### config.mk
export PLATFORM = sky130hd
export DESIGN_NAME = dpr_front
export DESIGN_NICKNAME = d
export VERILOG_FILES = /design/src/rtl/dpr_pkg.sv /design/src/rtl/dpr_front.sv
export SDC_FILE = /design/constraint.sdc
export NUM_CORES = 2
export LEC_CHECK = 0
export ABC_CLOCK_PERIOD_IN_PS = 8000
export BUFFER_PORTS_ARGS = -buffer_cell sky130_fd_sc_hd__buf_4
export CORE_MARGIN = 1
export CORE_UTILIZATION = 54
export DETAILED_ROUTE_END_ITERATION = 7
export GPL_TIMING_DRIVEN = 0
export PLACE_DENSITY = 0.71
export SETUP_SLACK_MARGIN = 0.02
export SYNTH_ARGS = -nofsm -noshare
export SYNTH_HDL_FRONTEND = slang
export SYNTH_SLANG_ARGS = --single-unit
### constraint.sdc
create_clock -name clock -period 8 [get_ports clock]
set_input_delay 1.6 -clock clock [delete_from_list [all_inputs] [get_ports clock]]
set_output_delay 1.6 -clock clock [all_outputs]
set_load 0.02 [all_outputs]
### src/rtl/dpr_pkg.sv
// shared types, widths and constants of the disparity reprojection block
package dpr_pkg;

   // field and datapath widths
   localparam int COORD_BITS = 12;
   localparam int COL_W      = 12;
   localparam int DISP_W     = 16;
   localparam int CH_W       = 8;
   localparam int FOC_W      = 20;
   localparam int BASE_W     = 16;
   localparam int OFS_W      = 20;
   localparam int FB_W       = FOC_W + BASE_W;
   localparam int FB_SPLIT   = FB_W / 2;
   localparam int PART_W     = OFS_W + FB_W - FB_SPLIT;
   localparam int NUM_W      = OFS_W + FB_W;
   localparam int DEN_W      = FOC_W + DISP_W;
   localparam int Q_W        = 32;

   // pipeline shape
   localparam int DIV_STEPS    = Q_W;
   localparam int FRONT_STAGES = 4;
   localparam int SIDE_DEPTH   = DIV_STEPS + 1;
   localparam int PIPE_LAT     = FRONT_STAGES + 1 + DIV_STEPS + 1;

   // register port
   localparam int CSR_IDX_W  = 3;
   localparam int CSR_DATA_W = 20;

   localparam logic [CSR_IDX_W-1:0] CSR_FOCAL_X  = 3'd0;
   localparam logic [CSR_IDX_W-1:0] CSR_FOCAL_Y  = 3'd1;
   localparam logic [CSR_IDX_W-1:0] CSR_CENTER_X = 3'd2;
   localparam logic [CSR_IDX_W-1:0] CSR_CENTER_Y = 3'd3;
   localparam logic [CSR_IDX_W-1:0] CSR_BASELINE = 3'd4;
   localparam logic [CSR_IDX_W-1:0] CSR_MIN_DISP = 3'd5;
   localparam logic [CSR_IDX_W-1:0] CSR_MAX_DISP = 3'd6;

   localparam logic [FOC_W-1:0]  RST_FOCAL_X  = 20'd179200;
   localparam logic [FOC_W-1:0]  RST_FOCAL_Y  = 20'd179200;
   localparam logic [FOC_W-1:0]  RST_CENTER_X = 20'd163840;
   localparam logic [FOC_W-1:0]  RST_CENTER_Y = 20'd122880;
   localparam logic [BASE_W-1:0] RST_BASELINE = 16'd5243;
   localparam logic [DISP_W-1:0] RST_MIN_DISP = 16'd128;
   localparam logic [DISP_W-1:0] RST_MAX_DISP = 16'd24576;

   // input beat
   typedef struct packed {
      logic [COL_W-1:0]  column;
      logic [COL_W-1:0]  row;
      logic [DISP_W-1:0] disparity_raw;
      logic [CH_W-1:0]   pixel_ch0;
      logic [CH_W-1:0]   pixel_ch1;
      logic [CH_W-1:0]   pixel_ch2;
   } req_type;

   // result beat
   typedef struct packed {
      logic              point_valid;
      logic signed [Q_W-1:0] point_x;
      logic signed [Q_W-1:0] point_y;
      logic [Q_W-1:0]    point_z;
      logic [CH_W-1:0]   out_ch0;
      logic [CH_W-1:0]   out_ch1;
      logic [CH_W-1:0]   out_ch2;
   } rsp_type;

   // camera registers
   typedef struct packed {
      logic [FOC_W-1:0]  focal_x;
      logic [FOC_W-1:0]  focal_y;
      logic [FOC_W-1:0]  center_x;
      logic [FOC_W-1:0]  center_y;
      logic [BASE_W-1:0] stereo_baseline;
      logic [DISP_W-1:0] min_disparity;
      logic [DISP_W-1:0] max_disparity;
   } cfg_type;

   // operands of one divider lane
   typedef struct packed {
      logic [NUM_W-1:0] num;
      logic [DEN_W-1:0] den;
   } div_in_type;

   // quotient of one divider lane
   typedef struct packed {
      logic           ovf;
      logic [Q_W-1:0] quot;
   } div_out_type;

   // per-item control and pass-through data next to the dividers
   typedef struct packed {
      logic            vld;
      logic            point_ok;
      logic            neg_x;
      logic            neg_y;
      logic [CH_W-1:0] ch0;
      logic [CH_W-1:0] ch1;
      logic [CH_W-1:0] ch2;
   } side_type;

endpackage

### src/rtl/dpr_front.sv
// front pipeline: range check, centre offsets, products and divider operands
module dpr_front import dpr_pkg::*; (
   input  logic       clock,
   input  logic       reset,
   input  logic       accept,
   input  req_type    req_data,
   input  cfg_type    cfg,
   output div_in_type lane_z,
   output div_in_type lane_x,
   output div_in_type lane_y,
   output side_type   side
);

   // stage a: captured beat
   logic    a_vld_ff;
   req_type a_data_ff;

   // stage a logic
   logic [COORD_BITS-1:0] u_a;
   logic [COORD_BITS-1:0] v_a;
   logic [OFS_W-1:0]      su_a;
   logic [OFS_W-1:0]      sv_a;
   logic                  nx_a;
   logic                  ny_a;
   logic                  ok_a;
   logic [FB_W-1:0]       fb_a;

   // stage b
   logic              b_vld_ff;
   logic              b_ok_ff;
   logic              b_nx_ff;
   logic              b_ny_ff;
   logic [OFS_W-1:0]  b_mx_ff;
   logic [OFS_W-1:0]  b_my_ff;
   logic [FB_W-1:0]   b_fb_ff;
   logic [DISP_W-1:0] b_d_ff;
   logic [FOC_W-1:0]  b_fy_ff;
   logic [BASE_W-1:0] b_base_ff;
   logic [CH_W-1:0]   b_ch0_ff;
   logic [CH_W-1:0]   b_ch1_ff;
   logic [CH_W-1:0]   b_ch2_ff;

   // stage c
   logic              c_vld_ff;
   logic              c_ok_ff;
   logic              c_nx_ff;
   logic              c_ny_ff;
   logic [FB_W-1:0]   c_mxb_ff;
   logic [PART_W-1:0] c_pyl_ff;
   logic [PART_W-1:0] c_pyh_ff;
   logic [FB_W-1:0]   c_fb_ff;
   logic [DISP_W-1:0] c_d_ff;
   logic [DEN_W-1:0]  c_deny_ff;
   logic [CH_W-1:0]   c_ch0_ff;
   logic [CH_W-1:0]   c_ch1_ff;
   logic [CH_W-1:0]   c_ch2_ff;

   // stage d: divider operands
   div_in_type d_z_ff;
   div_in_type d_x_ff;
   div_in_type d_y_ff;
   side_type   d_side_ff;

   logic [NUM_W-1:0] num_y_c;

   // valid chain
   always_ff @(posedge clock) begin
      if (reset) begin
         a_vld_ff <= 1'b0;
         b_vld_ff <= 1'b0;
         c_vld_ff <= 1'b0;
      end else begin
         a_vld_ff <= accept;
         b_vld_ff <= a_vld_ff;
         c_vld_ff <= b_vld_ff;
      end
   end

   // input capture
   always_ff @(posedge clock) begin
      a_data_ff <= req_data;
   end

   // threshold test, pixel position to 1/256 units, signed offsets, fx*b
   assign u_a  = a_data_ff.column[COORD_BITS-1:0];
   assign v_a  = a_data_ff.row[COORD_BITS-1:0];
   assign su_a = OFS_W'({u_a, 8'h00});
   assign sv_a = OFS_W'({v_a, 8'h00});
   assign nx_a = su_a < cfg.center_x;
   assign ny_a = sv_a < cfg.center_y;
   assign ok_a = (a_data_ff.disparity_raw > cfg.min_disparity) &&
                 (a_data_ff.disparity_raw < cfg.max_disparity);
   assign fb_a = FB_W'(cfg.focal_x) * FB_W'(cfg.stereo_baseline);

   always_ff @(posedge clock) begin
      b_ok_ff   <= ok_a;
      b_nx_ff   <= nx_a;
      b_ny_ff   <= ny_a;
      b_mx_ff   <= nx_a ? cfg.center_x - su_a : su_a - cfg.center_x;
      b_my_ff   <= ny_a ? cfg.center_y - sv_a : sv_a - cfg.center_y;
      b_fb_ff   <= fb_a;
      b_d_ff    <= a_data_ff.disparity_raw;
      b_fy_ff   <= (cfg.focal_y == '0) ? FOC_W'(1) : cfg.focal_y;
      b_base_ff <= cfg.stereo_baseline;
      b_ch0_ff  <= a_data_ff.pixel_ch0;
      b_ch1_ff  <= a_data_ff.pixel_ch1;
      b_ch2_ff  <= a_data_ff.pixel_ch2;
   end

   // products; my*fb is split into two partial products over halves of fb
   always_ff @(posedge clock) begin
      c_ok_ff   <= b_ok_ff;
      c_nx_ff   <= b_nx_ff;
      c_ny_ff   <= b_ny_ff;
      c_mxb_ff  <= FB_W'(b_mx_ff) * FB_W'(b_base_ff);
      c_pyl_ff  <= PART_W'(b_my_ff) * PART_W'(b_fb_ff[FB_SPLIT-1:0]);
      c_pyh_ff  <= PART_W'(b_my_ff) * PART_W'(b_fb_ff[FB_W-1:FB_SPLIT]);
      c_fb_ff   <= b_fb_ff;
      c_d_ff    <= b_d_ff;
      c_deny_ff <= DEN_W'(b_fy_ff) * DEN_W'(b_d_ff);
      c_ch0_ff  <= b_ch0_ff;
      c_ch1_ff  <= b_ch1_ff;
      c_ch2_ff  <= b_ch2_ff;
   end

   // recombine the partial products
   assign num_y_c = NUM_W'(c_pyl_ff) + (NUM_W'(c_pyh_ff) << FB_SPLIT);

   always_ff @(posedge clock) begin
      if (reset) begin
         d_side_ff.vld <= 1'b0;
      end else begin
         d_side_ff.vld <= c_vld_ff;
      end
      d_z_ff.num         <= NUM_W'(c_fb_ff);
      d_z_ff.den         <= DEN_W'(c_d_ff);
      d_x_ff.num         <= NUM_W'(c_mxb_ff);
      d_x_ff.den         <= DEN_W'(c_d_ff);
      d_y_ff.num         <= num_y_c;
      d_y_ff.den         <= c_deny_ff;
      d_side_ff.point_ok <= c_ok_ff;
      d_side_ff.neg_x    <= c_nx_ff;
      d_side_ff.neg_y    <= c_ny_ff;
      d_side_ff.ch0      <= c_ch0_ff;
      d_side_ff.ch1      <= c_ch1_ff;
      d_side_ff.ch2      <= c_ch2_ff;
   end

   assign lane_z = d_z_ff;
   assign lane_x = d_x_ff;
   assign lane_y = d_y_ff;
   assign side   = d_side_ff;

endmodule

* Word level (Yosys, flattened, before mapping) *
Index checks and enable logic that the tools add are counted.

operators by class
  multipliers = 5
  reductions and logical operators = 2
  add/sub/neg operators = 5
  multiplexer cells = 2
  order comparisons = 4

operators by type and width
  kind                                            count
  20-bit by 16-bit multiplier with 36-bit output  3
  20-bit subtractor                               4
  20-bit by 18-bit multiplier with 38-bit output  2
  38-bit by 56-bit adder with 56-bit output       1
  20-bit < comparator                             2
  20-bit two-way mux                              2
  20-bit logical NOT                              1
  16-bit > comparator                             1
  16-bit < comparator                             1
  1-bit logical AND                               1

storage, ports and cells
  output and inout port bits = 304
  flip-flop bits (word level) = 657
  bits of input ports = 195
  logic and storage cells = 63

* Logic depth before layout (Yosys ltp) *
  word-level depth = 2
  mapped depth = 24
  gate-level depth less buffers = 22

* Worst setup path before layout *
OpenSTA, ideal clock, no wires.

  path kind = input -> register
  start point = input cfg[33] (netlist bit)
  end point = register b_fb_ff[31]
  path slack = 1015 ps
  arrival time = 6859 ps
  required time = 7873 ps
  stages = 21
  buffers on the path = 2
  library setup time = 127 ps
  path through = clkbuf_1 -> nand2_1 -> fa_1 -> fa_1 -> fa_1 -> inv_1 -> fa_1 -> fa_1 -> inv_1 -> fa_1 -> inv_1 -> ha_1 -> buf_2 -> and3_1 -> a221oi_1 -> o21ai_0 -> a21oi_1 -> o21ai_1 -> a311oi_2 -> o21ai_0 -> xor2_1

between the ends
  cells in the longest elaborated chain, start to end = 1

RTL lines
  item                                            RTL line          text
  start, declared                                 dpr_front.sv:7    input cfg_type cfg,
  20-bit by 16-bit multiplier with 36-bit output  dpr_front.sv:93   assign fb_a = FB_W'(cfg.focal_x) * FB_W'(cfg.stereo_baseline);
  net fb_a[31]                                    dpr_front.sv:26   logic [FB_W-1:0] fb_a;
  end signal, assigned                            dpr_front.sv:101  b_fb_ff <= fb_a;
  end, declared                                   dpr_front.sv:35   logic [FB_W-1:0] b_fb_ff;

The timed path passes the listed nets, and every way through them passes these cells.
A chain may end at the register's enable or synchronous reset.

* Final worst setup path *
  start point = register b_my_ff[8]
  end point = register c_pyl_ff[34]

between the ends
  cells in the longest elaborated chain, start to end = 1

RTL lines
  item                                            RTL line          text
  start, declared                                 dpr_front.sv:34   logic [OFS_W-1:0] b_my_ff;
  start signal, assigned                          dpr_front.sv:100  b_my_ff <= ny_a ? cfg.center_y - sv_a : sv_a - cfg.center_y;
  20-bit by 18-bit multiplier with 38-bit output  dpr_front.sv:116  c_pyl_ff <= PART_W'(b_my_ff) * PART_W'(b_fb_ff[FB_SPLIT-1:0]);
  end signal, assigned                            dpr_front.sv:116
  end, declared                                   dpr_front.sv:49   logic [PART_W-1:0] c_pyl_ff;

No other way between the ends.

==> results.md <==
* Synth area leader: fa_1
* First-pass GRT wire length at 328 mm
* CTS root buffer: clkbuf_16
* Row cnt at 134
* # IOs at 499
* GP Congestion at 1.04
* Share of flip-flops with an asynchronous set or reset at 0%
* Vias per std cell at 5.35
* DPL Wire Length at 171 mm
* Max-Cap Viols at 0
* Initial antenna violation count at 13
* Worst relative slew slack at 24.5%
* PostCTS Resize Cnt at 0
* Min cycle time layout at 7770 ps
* Worst path arrival time at 8240 ps
* # setup viols final at 0
* Synthesized instance count at 7836
* Clock slew at reported path FFs at 60 ps
* DR WL/cell at 20.5 microns
* Nets@finish at 10581
* Seq/Total Area, Yosys at 17.9%
* Crit Path Max Fanout at 10
* Ys flop type: dfxtp_1
* Die W at 371 microns
* Run status: complete, no violations
* Starting Density at 54.7%
* Die ar. at 0.138 sq mm
* Crit path required time at 8470 ps
* Largest net degree at the start of global routing at 16
* Placeable Area at 0.134 sq mm
* RSZ-0062 raised after global routing: no
* Clock Tree Buf Depth at 3
* Placed cell count at 10102
* Area grow syn2layout at 11.4%
* Layout Cells excl Fill at 10252
* Critical path's largest stage delay at 760 ps
* Final period util at 97.1%
* Max Fclk at 129 MHz
* Most common cell after layout, fill and taps aside: inv_1
* FF-to-FF Start: b_my_ff[8]
* Synth warnings at 0
* Routed Antenna Nets at 0
* Vias in the first global route at 58573
* Worst-Skew Late Latency at 730 ps
* DR pass1 iterations at 6
* Num Clock Sinks at 657
* Slowest CP cell: clkbuf_1
* H-tree depth at 3
* DRC at 0
* Layout cells sized above 1 at 8.39%
* TritonCTS Buffers at 76
* Synthesis-stage register bit count at 657
* Largest cells by area after synthesis: fa_1 36%, dfxtp_1 18%, ha_1 11%
* Post-CTS setup buffers at 0
* CP Cell Sequence: clkbuf_1 > clkbuf_1 > nand2_1 > fa_1 > fa_1 > fa_1 > fa_1 > inv_1 > fa_1 > fa_1 > ha_1 > and3_1 > and3_1 > o311ai_2 > a21boi_2 > a21oi_1 > o41ai_1 > o311ai_0
* EDFF count, synth at 0
* Crit path launch: b_my_ff[8]
* Hold Vio Cnt, Final at 0
* Slew Viols, Final at 0
* Hold Path Origin: c_fb_ff[21]
* Mapped Area at 0.0735 sq mm
* Die Y-Extent at 371 microns
* Post-Route WL at 210 mm
* R2r worst-path depth at 18
* Most used cell along the critical path: fa_1
* Worst hold path type: reg2reg
* GRT overflow at 0
* Syn_area_per_cell at 9.38 sq um
* Min-Delay Path Depth at 0
* CTS tree: built
* # hold bufs at CTS at 0
* Port bufs at 418
* Synth top area share at 36.2%
* Most frequent cells in the layout: 1585 x inv_1, 1329 x fa_1, 1074 x nand2_1
* Least-Margin Pin Slew at 1130 ps
* Fin Clk Skew at 44.5 ps
* GRT Util Overall at 31.5%
* Vias at 54802
* Crit path kind: reg2reg
* Synth unique cells at 96
* Critical path capture point type: flip-flop
* Startpoint types: flip-flop
* Detailed router's first-iteration violation count at 3977
[worst max-delay path, delay by kind of cell (launching register included)]
kind	cells	cell delay (ps)
adders and majority gates	7	3430
AOI/OAI and AO/OA	5	1740
buffers and inverters	3	1430
and+or+nand+nor	3	590
DFF	1	320
[cells in the mapped netlist (11+ instances only)]
cell type	instances
nor2_1	132
o31ai_1	14
o21a_1	26
dfxtp_1	657
inv_1	1585
nor2b_1	30
xor2_1	79
clkbuf_1	347
ha_1	645
nand2b_1	19
and2_1	755
o211ai_1	18
a211oi_1	18
buf_4	97
nand4_1	29
nor4_1	11
nand3_1	56
o21ai_1	11
mux2i_1	13
nor3_1	49
o21ai_0	118
a31oi_1	28
fa_1	1329
xnor2_1	144
a21o_1	90
nand2_1	1074
o21bai_1	31
a21oi_1	210
and3_1	34
a211o_1	14
[logic make-up (layout without fill, tap and decap cells)]
logic type	Yosys count	after routing	synth area share [%]
muxes	14	14	0.192
DFF	657	657	17.9
AOI/OAI and AO/OA	680	680	6.11
xor gates and xnor gates	223	223	2.66
adders and majority gates	1974	1974	47.2
buffers and inverters	2057	2617	11.2
and+or+nand+nor	2230	2230	14.8
other	1	89	0.00510
[sequential cells by signal, indices dropped and copies added (netlist names), 20 cells and up]
name       count
c_fb_ff       36
lane_z        36
b_my_ff       20
b_fb_ff       36
lane_x        52
b_fy_ff       20
side          28
a_data_ff     40
lane_y        92
c_pyl_ff      38
c_mxb_ff      36
b_mx_ff       20
c_pyh_ff      38
c_deny_ff     36
[final cells by class]
cell class	count	area, sq um
Clock buffer	99	2120
Multi-Input combinational cell	5201	52400
Sequential cell	657	13200
Timing Repair Buffer	420	3150
Tap cell	1768	2210
Antenna cell	9	22.5
Inverter	1585	5950
Buffer	471	2250
Fill cell	11631	52400
Clock inverter	42	584
[metrics by stage]
step	TNS, ps	hold slack (ps)	worst slack [ps]	util, %	cell area [sq um]
floorplan	0	310	1010	-	73800
global placement	-1880	310	-326	58.9	79100
detailed placement	-699	312	-229	58.9	79100
CTS	0	309	406	60.9	81800
global route	0	320	75.6	60.9	81800
finish	0	309	233	61.0	81900
[worst paths after layout]
| kind | end | slack, ps |
|---|---|---|
| setup / recovery | c_pyl_ff[34] | 230 |
| hold / removal | lane_z[57] | 310 |
| setup reg to reg | c_pyl_ff[34] | 230 |
| hold reg to reg | lane_z[57] | 310 |
[metal layers]
metal | track usage (%) | up-vias | share of wire, %
met2 | 50.8 | 2550 | 45
met1 | 39.2 | 27121 | 39
met3 | 8.47 | 561 | 10
met4 | 14.9 | 8 | 5.2
li1 | - | 24562 | -
met5 | 0 | - | 0.025
Power is left out: the tool's default activity adds up to more than one toggle a clock period on the data nets, which glitch-free logic cannot reach.
