<file path="config.mk">
export PLATFORM = sky130hd
export DESIGN_NAME = dpr_csr
export DESIGN_NICKNAME = d
export VERILOG_FILES = /design/src/rtl/dpr_pkg.sv /design/src/rtl/dpr_csr.sv
export SDC_FILE = /design/constraint.sdc
export NUM_CORES = 1
export LEC_CHECK = 0
export ABC_CLOCK_PERIOD_IN_PS = 2000
export BUFFER_PORTS_ARGS = -buffer_cell sky130_fd_sc_hd__buf_2
export CAP_MARGIN = 20
export CORE_MARGIN = 2
export CORE_UTILIZATION = 51
export DETAILED_ROUTE_END_ITERATION = 10
export PLACE_DENSITY = 0.89
export SYNTH_ARGS = -nofsm -noshare
export SYNTH_HDL_FRONTEND = slang
export SYNTH_SLANG_ARGS = --single-unit
</file>
<file path="constraint.sdc">
create_clock -name clock -period 2 [get_ports clock]
set_clock_uncertainty 0.15 [all_clocks]
set_input_delay 0.3 -clock clock [delete_from_list [all_inputs] [get_ports clock]]
set_output_delay 0.3 -clock clock [all_outputs]
set_load 0.05 [all_outputs]
</file>
<file path="src/rtl/dpr_pkg.sv">
// shared types, widths and constants of the disparity reprojection block
package dpr_pkg;

   // field and datapath widths
   localparam int COORD_BITS = 12;
   localparam int COL_W      = 12;
   localparam int DISP_W     = 16;
   localparam int CH_W       = 8;
   localparam int FOC_W      = 20;
   localparam int BASE_W     = 16;
   localparam int OFS_W      = 20;
   localparam int FB_W       = FOC_W + BASE_W;
   localparam int FB_SPLIT   = FB_W / 2;
   localparam int PART_W     = OFS_W + FB_W - FB_SPLIT;
   localparam int NUM_W      = OFS_W + FB_W;
   localparam int DEN_W      = FOC_W + DISP_W;
   localparam int Q_W        = 32;

   // pipeline shape
   localparam int DIV_STEPS    = Q_W;
   localparam int FRONT_STAGES = 4;
   localparam int SIDE_DEPTH   = DIV_STEPS + 1;
   localparam int PIPE_LAT     = FRONT_STAGES + 1 + DIV_STEPS + 1;

   // register port
   localparam int CSR_IDX_W  = 3;
   localparam int CSR_DATA_W = 20;

   localparam logic [CSR_IDX_W-1:0] CSR_FOCAL_X  = 3'd0;
   localparam logic [CSR_IDX_W-1:0] CSR_FOCAL_Y  = 3'd1;
   localparam logic [CSR_IDX_W-1:0] CSR_CENTER_X = 3'd2;
   localparam logic [CSR_IDX_W-1:0] CSR_CENTER_Y = 3'd3;
   localparam logic [CSR_IDX_W-1:0] CSR_BASELINE = 3'd4;
   localparam logic [CSR_IDX_W-1:0] CSR_MIN_DISP = 3'd5;
   localparam logic [CSR_IDX_W-1:0] CSR_MAX_DISP = 3'd6;

   localparam logic [FOC_W-1:0]  RST_FOCAL_X  = 20'd179200;
   localparam logic [FOC_W-1:0]  RST_FOCAL_Y  = 20'd179200;
   localparam logic [FOC_W-1:0]  RST_CENTER_X = 20'd163840;
   localparam logic [FOC_W-1:0]  RST_CENTER_Y = 20'd122880;
   localparam logic [BASE_W-1:0] RST_BASELINE = 16'd5243;
   localparam logic [DISP_W-1:0] RST_MIN_DISP = 16'd128;
   localparam logic [DISP_W-1:0] RST_MAX_DISP = 16'd24576;

   // input beat
   typedef struct packed {
      logic [COL_W-1:0]  column;
      logic [COL_W-1:0]  row;
      logic [DISP_W-1:0] disparity_raw;
      logic [CH_W-1:0]   pixel_ch0;
      logic [CH_W-1:0]   pixel_ch1;
      logic [CH_W-1:0]   pixel_ch2;
   } req_type;

   // result beat
   typedef struct packed {
      logic              point_valid;
      logic signed [Q_W-1:0] point_x;
      logic signed [Q_W-1:0] point_y;
      logic [Q_W-1:0]    point_z;
      logic [CH_W-1:0]   out_ch0;
      logic [CH_W-1:0]   out_ch1;
      logic [CH_W-1:0]   out_ch2;
   } rsp_type;

   // camera registers
   typedef struct packed {
      logic [FOC_W-1:0]  focal_x;
      logic [FOC_W-1:0]  focal_y;
      logic [FOC_W-1:0]  center_x;
      logic [FOC_W-1:0]  center_y;
      logic [BASE_W-1:0] stereo_baseline;
      logic [DISP_W-1:0] min_disparity;
      logic [DISP_W-1:0] max_disparity;
   } cfg_type;

   // operands of one divider lane
   typedef struct packed {
      logic [NUM_W-1:0] num;
      logic [DEN_W-1:0] den;
   } div_in_type;

   // quotient of one divider lane
   typedef struct packed {
      logic           ovf;
      logic [Q_W-1:0] quot;
   } div_out_type;

   // per-item control and pass-through data next to the dividers
   typedef struct packed {
      logic            vld;
      logic            point_ok;
      logic            neg_x;
      logic            neg_y;
      logic [CH_W-1:0] ch0;
      logic [CH_W-1:0] ch1;
      logic [CH_W-1:0] ch2;
   } side_type;

endpackage

</file>
<file path="src/rtl/dpr_csr.sv">
// camera register file written through the configuration channel
module dpr_csr import dpr_pkg::*; (
   input  logic                  clock,
   input  logic                  reset,
   input  logic                  csr_valid,
   input  logic [CSR_IDX_W-1:0]  csr_index,
   input  logic [CSR_DATA_W-1:0] csr_data,
   output cfg_type               cfg
);

   cfg_type cfg_ff;
   cfg_type cfg_in;

   // register decode, writes past the list are dropped
   always_comb begin
      cfg_in = cfg_ff;
      if (csr_valid) begin
         unique case (csr_index)
            CSR_FOCAL_X:  cfg_in.focal_x         = csr_data[FOC_W-1:0];
            CSR_FOCAL_Y:  cfg_in.focal_y         = csr_data[FOC_W-1:0];
            CSR_CENTER_X: cfg_in.center_x        = csr_data[FOC_W-1:0];
            CSR_CENTER_Y: cfg_in.center_y        = csr_data[FOC_W-1:0];
            CSR_BASELINE: cfg_in.stereo_baseline = csr_data[BASE_W-1:0];
            CSR_MIN_DISP: cfg_in.min_disparity   = csr_data[DISP_W-1:0];
            CSR_MAX_DISP: cfg_in.max_disparity   = csr_data[DISP_W-1:0];
            default: begin
            end
         endcase
      end
   end

   always_ff @(posedge clock) begin
      if (reset) begin
         cfg_ff.focal_x         <= RST_FOCAL_X;
         cfg_ff.focal_y         <= RST_FOCAL_Y;
         cfg_ff.center_x        <= RST_CENTER_X;
         cfg_ff.center_y        <= RST_CENTER_Y;
         cfg_ff.stereo_baseline <= RST_BASELINE;
         cfg_ff.min_disparity   <= RST_MIN_DISP;
         cfg_ff.max_disparity   <= RST_MAX_DISP;
      end else begin
         cfg_ff <= cfg_in;
      end
   end

   assign cfg = cfg_ff;

endmodule

</file>
* Yosys cells after proc, flatten, opt, wreduce, memory -nomap -nowiden *
Cells that the tools add are included.

storage, ports and cells
  output and inout port bits = 128
  word-level logic and storage cells = 21
  input bits = 26
  register bits = 128

operators by class
  reduce and logical (&&, ||, !) cells = 8
  eq/ne operators = 6

operator list
  kind                                           number
  AND reduction 2 bit                            7
  == test 3 bit, second input constant           3
  == test 3 x 2 -> 1 bit, second input constant  2
  == test 3 x 1 -> 1 bit, second input constant  1
  zero test 3 bit                                1

* Logic depth before layout (Yosys ltp) *
Gate-level depths: netlist of the first run.

  depth after elaboration = 2
  gate-level depth with buffers = 6
  gate-level depth less buffers = 2

* Least setup slack after synthesis of the first run *
No wires, ideal clock.

  kind = input-to-reg
  start = input csr_index[1]
  end = register cfg_ff, in the netlist cfg[121]
  path slack = 387 ps
  library setup time = 126 ps
  path buffers = 3
  arrival = 1337 ps
  cell stages on the path = 5
  data required time = 1724 ps
  path through = buf_4 or4b_4 buf_6 buf_12 mux2i_1

between the ends
  longest elaborated chain between the ends = 2

ends and longest elaborated chain
  item                                  line           source
  start, declared                       dpr_csr.sv:6   input logic [CSR_IDX_W-1:0] csr_index,
  zero test 3 bit                       dpr_csr.sv:18  unique case (csr_index)
  AND reduction 2 bit (no source line)  -
  end signal, assigned                  dpr_csr.sv:42  cfg_ff <= cfg_in;
  end, declared                         dpr_csr.sv:11  cfg_type cfg_ff;

Every way passes these cells.
A chain may end at the register's enable or synchronous reset.

* Final worst setup path of the first run *
  start = register cfg_ff, in the netlist cfg[15]
  end = output cfg[15] (netlist name)

RTL lines
  item           line          source
  end, declared  dpr_csr.sv:8  output cfg_type cfg

No word-level cell between the ends.

==> results of run 1 <==
cells in the final DEF (no fill, tap or decap), drive strengths merged, types with 3 or more instances in the layout:
cell,count
clkbuf,21
buf,169
nand4b,3
clkinvlp,5
dlygate4sd3,16
dfxtp,128
nand4bb,3
nand2b,119
mux2i,128
clkinv,3
nor2,44
cells by family (layout without fill, tap and decap cells):
logic type	after synthesis	count (layout)	share of synthesized area
muxes	128	128	0.251
DFF	128	128	0.502
and+or+nand+nor	175	175	0.206
buffers and inverters	39	217	0.0404
where the power goes:
part           switching [mW]  internal (mW)
registers              0.0312           2.61
logic                   0.398          0.204
clock network            1.14           1.72
total                    1.57           4.53
per-layer routing:
| layer | vias up | part of all wire | GRT usage |
|---|---|---|---|
| met4 | 0 | 0.014 | 0.105 |
| met2 | 124 | 0.52 | 0.451 |
| li1 | 1886 | - | - |
| met5 | - | 0 | 0 |
| met1 | 1857 | 0.42 | 0.280 |
| met3 | 14 | 0.051 | 0.0639 |
how the worst max path moves through the flow:
stage                         startpoint                    end  slack, ns  depth (start not counted)
CTS                 cfg[15]$_SDFFE_PP0P_                cfg[15]       0.35                          1
detailed placement          csr_index[0]  cfg[122]$_SDFFE_PP0P_       0.35                          3
global route        cfg[15]$_SDFFE_PP0P_                cfg[15]       0.34                          1
floorplan                   csr_index[1]  cfg[121]$_SDFFE_PP1P_       0.39                          5
global placement            csr_index[0]  cfg[117]$_SDFFE_PP0P_       0.39                          3
finish              cfg[15]$_SDFFE_PP0P_                cfg[15]       0.38                          1
per-stage QoR:
step           utilization  power [mW]  instance area (sq um)
2_1_floorplan            -        3.11                   5100
3_3_place_gp         0.616        3.25                   5990
3_5_place_dp         0.616        3.27                   5990
4_1_cts              0.690        6.14                   6710
5_1_grt              0.690        6.28                   6710
6_report             0.690        6.11                   6710
final cells by class:
type                       count  area (sq um)
clock buffer                  21           449
fill                         756          3020
sequential                   128          2560
multi-input combinational    303          2350
clock inverter                11           108
tap                          133           166
timing repair buffer         185          1070
cell usage after synthesis, types with 2 or more instances:
cell type	count	area, sq um
buf_6	2	22.5
nand4bb_1	3	33.8
nand2b_1	119	744
and4bb_2	2	25.0
nor2_1	44	165
clkbuf_1	17	63.8
dfxtp_1	128	2560
mux2i_1	128	1280
buf_2	17	85.1
buf_4	2	15.0
nand4b_1	3	26.3
==> flow_summary.yaml, run 1 <==
run_status:
  status: "complete, no violations"
yosys:
  ys_async_sr_fraction: 0
  ys_seq_area_frac: 0.502
  synth-edff-count: 0
  ys_ff_latch: 128
  synthCells: 470
  synth_area_per_cell_sq_um: 10.9
  yosysWarnings: 0
  syn_area_sq_mm: 0.00510
  synth_cell_type_count: 16
  syn-num-nets: 496
  synth_top_flop_cell: "dfxtp_1"
place:
  dp.cells: 733
  pre_cts_slack_ns: 0.345
  place_hpwl_um: 9020
  port_buffers: 153
  gp_congestion: 0.772
min_path:
  hold_path_class: "input port to flip-flop"
  hold_depth: 3
  min_from: "csr_data[18]"
  hold_end: "cfg[106]$_SDFFE_PP0P_"
detailed_routing:
  antenna_left: 0
  dr.pass1.iters: 4
  vias: 3881
  drt_iter0_drc: 103
  viasPerCell: 4.97
  drc_errors: 0
  totalWireLength_um: 13200
  routedWlPerCell_um: 16.9
cts:
  cts_hold_buffers: 16
  cts-root-buf: "clkbuf_8"
  tritoncts: "done"
  clock-sinks: 128
  clk-insertion-delay-late_ns: 0.50
  htree_num_levels: 4
  cts_buffers: 17
  clockBufferDepth: 2
  post_cts_buffers: 0
  clkTransAtPathRegs_ns: 0.06
  cts_resized: 0
setup_path:
  path_buf_inv: 1
  rr_endpoint: "cfg[29]$_SDFFE_PP0P_"
  slowest_stage: "dfxtp_1"
  r2r-start: "cfg[29]$_SDFFE_PP0P_"
  crit_path_max_fanout: 2
  crit_family: "flip-flops"
  endpoint_kind: "output pin"
  r2r_cells: 2
  cp.arrival_ns: 1.17
  max_stage_delay_ns: 0.38
  crit_required_ns: 1.55
  reg2reg_slack_ns: 1.17
  start_kind: "flip-flop"
  path_class: "flip-flop to output pin"
  worstPathCellList: "buf_2"
floorplanning:
  core_area_sq_mm: 0.00973
  initial_core_util: 0.525
  dieHeight_um: 104
  rows: 36
  dieWidth_um: 104
  io_pins: 154
  die-area_sq_mm: 0.0108
sta:
  final_max_slew_viol_count: 0
  hold_ws_ns: 0.0247
  setup_viol_count_final: 0
  hold_viol_final: 0
  fin_crit_ns: 1.62
  worst-slew-pin-transition_ns: 0.567
  fin_tns_setup_ns: 0
  max_freq_ghz: 0.616
  rsz0062_at_grt: "no"
  fin_crit_sh: 0.811
  worst_slack_ns: 0.378
  relSlewSlack: 0.621
run:
  maxCapViolations: 0
layout:
  diodes: 0
  nets: 661
  largest_register_ffs: 128
  drive_above_1_share: 0.316
  synthToLayoutAreaGrowth_pct: 31.5
  final_cells: 781
power_and_ir_drop:
  power.leakage_nw: 3.40
  vdd_drop_max_uv: 478
  power_density_mw_per_mm2: 910
global_routing:
  grt_max_degree: 32
  first_global_vias: 4137
  gr-total-overflow: 0
  grt_antenna_before_repair: 0
  track_usage: 0.251
  grt_pass1_wl_um: 21300
(Power assumes the default switching activity.)
==> run 2, diff against run 1 <==
Settings changed: ABC_AREA from default to 1, ABC_CLOCK_PERIOD_IN_PS 2000 to 1350, CORE_UTILIZATION 51 to 46, PLACE_DENSITY 0.89 to 0.86.
Clock period 2 ns to 1.35 ns, I/O delays scaled along.
==> run 2 against run 1 <==
The flow now finishes with violations (setup timing). Register-to-register slack worse by 0.78 ns. Non-clock buffer count is 21 higher. Final cell count is 33% higher. Global-route usage is 8.3 points higher. Critical path depth stayed put. Final area is 26% higher. Power is 80% higher. Critical path type unchanged. Critical endpoint is now cfg[25]. Largest power group unchanged.
==> flow_summary.yaml, run 2 <==
layout:
  drive_above_1_share: 0.399
  nets: 912
  final_cells: 1037
  layout_common_cells: "nor2_1, nand2_1, nand3_1"
  seqCellArea_sq_mm: 0.00274
  final_area_sq_mm: 0.00842
  largest_register_ffs: 128
  synthToLayoutAreaGrowth_pct: 69.7
  multi_input_area_sq_mm: 0.00210
  final_common_cell: "nor2_1"
  n_fill_cell: 606
detailed_routing:
  routedWlPerCell_um: 19.1
  vias: 5564
  antenna_left: 0
  totalWireLength_um: 19800
  viasPerCell: 5.37
  drc_errors: 0
  drt_iter0_drc: 481
  dr.pass1.iters: 9
cts:
  clkTransAtPathRegs_ns: 0.06
  tritoncts: "done"
  cts-root-buf: "clkbuf_8"
  clk-insertion-delay-late_ns: 0.51
  cts_buffers: 17
  htree_num_levels: 4
  clock-sinks: 128
  clockBufferDepth: 2
setup_path:
  crit_family: "flip-flops"
  r2r_cells: 3
  crit_path_max_fanout: 2
  path_class: "flip-flop to output pin"
  cp.arrival_ns: 1.05
  endpoint_kind: "output pin"
  path_buf_inv: 1
  worstPathCellList: "buf_8"
  rr_endpoint: "cfg[27]$_SDFFE_PP0P_"
  start_kind: "flip-flop"
  crit_start: "cfg[25]$_SDFFE_PP0P_"
  crit_required_ns: 1.00
  slowest_stage: "dfxtp_2"
  reg2reg_slack_ns: 0.39
  r2r-start: "cfg[27]$_SDFFE_PP0P_"
  max_stage_delay_ns: 0.37
floorplanning:
  initial_core_util: 0.477
  core_area_sq_mm: 0.0104
  rows: 37
  io_pins: 154
  dieWidth_um: 108
  dieHeight_um: 108
  die-area_sq_mm: 0.0116
yosys:
  synth_common_cells: "nor2_1, nand2_1, dfxtp_1, nand3_1, buf_2"
  synthMostInstantiatedCell: "nor2_1"
  syn_area_sq_mm: 0.00496
  synth.top_cell.area_share: 0.516
  synthCells: 706
  syn-num-nets: 732
  ys_async_sr_fraction: 0
  ys_ff_latch: 128
  synth_area_leader_cell: "dfxtp_1"
  synth_area_per_cell_sq_um: 7.03
  synth_top_flop_cell: "dfxtp_1"
  ys_seq_area_frac: 0.516
  yosys-top-cells-area: "dfxtp_1, nor2_1, nand3_1"
  yosysWarnings: 0
  synth-edff-count: 0
  synth_cell_type_count: 14
min_path:
  hold_end: "cfg[23]$_SDFFE_PP1P_"
  min_from: "csr_index[0]"
  hold_path_class: "input port to flip-flop"
  hold_depth: 4
power_and_ir_drop:
  power.leakage_nw: 3.80
  power_density_mw_per_mm2: 1310
  power.total_mw: 11.0
  vdd_drop_max_uv: 779
sta:
  setup_viol_count_final: 112
  final_max_slew_viol_count: 0
  max_freq_ghz: 0.715
  fin_crit_sh: 1.04
  hold_viol_final: 0
  rsz0062_at_grt: "yes"
  fin_crit_ns: 1.40
  worst_slack_ns: -0.0478
  worst-slew-pin-transition_ns: 0.454
  hold_ws_ns: 0.0184
  relSlewSlack: 0.697
place:
  pre_cts_slack_ns: -0.0201
  port_buffers: 153
  place_hpwl_um: 10200
  dpl-instance-area_sq_mm: 0.00606
  gp_congestion: 0.806
  dp.cells: 973
global_routing:
  track_usage: 0.334
  gr-total-overflow: 0
  first_global_vias: 5565
  grt_pass1_wl_um: 29300
  grt_antenna_before_repair: 2
  grt_max_degree: 68
run:
  maxCapViolations: 0
run_status:
  status: "complete, but fails checks"
  violations: "setup timing"
[run 2: cell families after synthesis]
| logic type | after synthesis | share of synthesized area |
|---|---|---|
| simple gates | 505 | 0.419 |
| buf+inv | 72 | 0.0640 |
| compound gates | 1 | 0.00101 |
| flops | 128 | 0.516 |
[run 2: power by group]
part | switching, mW | total, mW | internal (mW)
Sequential | 0.137 | 4.07 | 3.93
Clock | 1.83 | 5.23 | 3.40
Combinational | 1.06 | 1.70 | 0.640
Total | 3.03 | 11.0 | 7.98
[run 2: final cells by class]
type / count / share of cell area
repair buffers: 206 / 0.314
diodes: 2 / 0.000594
clock inverters: 15 / 0.0305
multi-input cells: 506 / 0.249
inverters: 27 / 0.0122
clock buffers: 17 / 0.0492
well taps: 136 / 0.0202
flip-flops and latches: 128 / 0.325
[run 2: timing repair]
item,4_1_cts,5_1_grt
endpoints found under the setup margin,128,129
buffers inserted,4,8
hold buffers,19,0
resized for setup,461,47
hold endpoints to repair,44,0
pin swaps,0,0
[run 2: per-stage QoR]
| step | setup TNS [ns] | utilization |
|---|---|---|
| 4_1_cts | -2.07 | 0.787 |
| 5_1_grt | -4.21 | 0.809 |
| 3_3_place_gp | 0 | 0.582 |
| 3_5_place_dp | -0.0356 | 0.582 |
| 2_1_floorplan | 0 | - |
| 6_report | -1.69 | 0.809 |
[run 2: worst max-delay path by stage]
stage / end / slack [ns] / cells after the start
after floorplan: cfg[100]$_SDFFE_PP1P_ / 0.18 / 4
after global placement: cfg[100]$_SDFFE_PP1P_ / 0.03 / 7
final: cfg[25] / -0.05 / 1
after detailed placement: cfg[63]$_SDFFE_PP1P_ / -0.02 / 7
after CTS: cfg[110] / -0.04 / 1
after global routing: cfg[52] / -0.06 / 1
[run 2: layer usage]
| layer | GRT usage | part of all wire |
|---|---|---|
| met5 | 0 | 0 |
| met1 | 0.366 | 0.34 |
| met3 | 0.0896 | 0.088 |
| met2 | 0.571 | 0.51 |
| met4 | 0.206 | 0.057 |
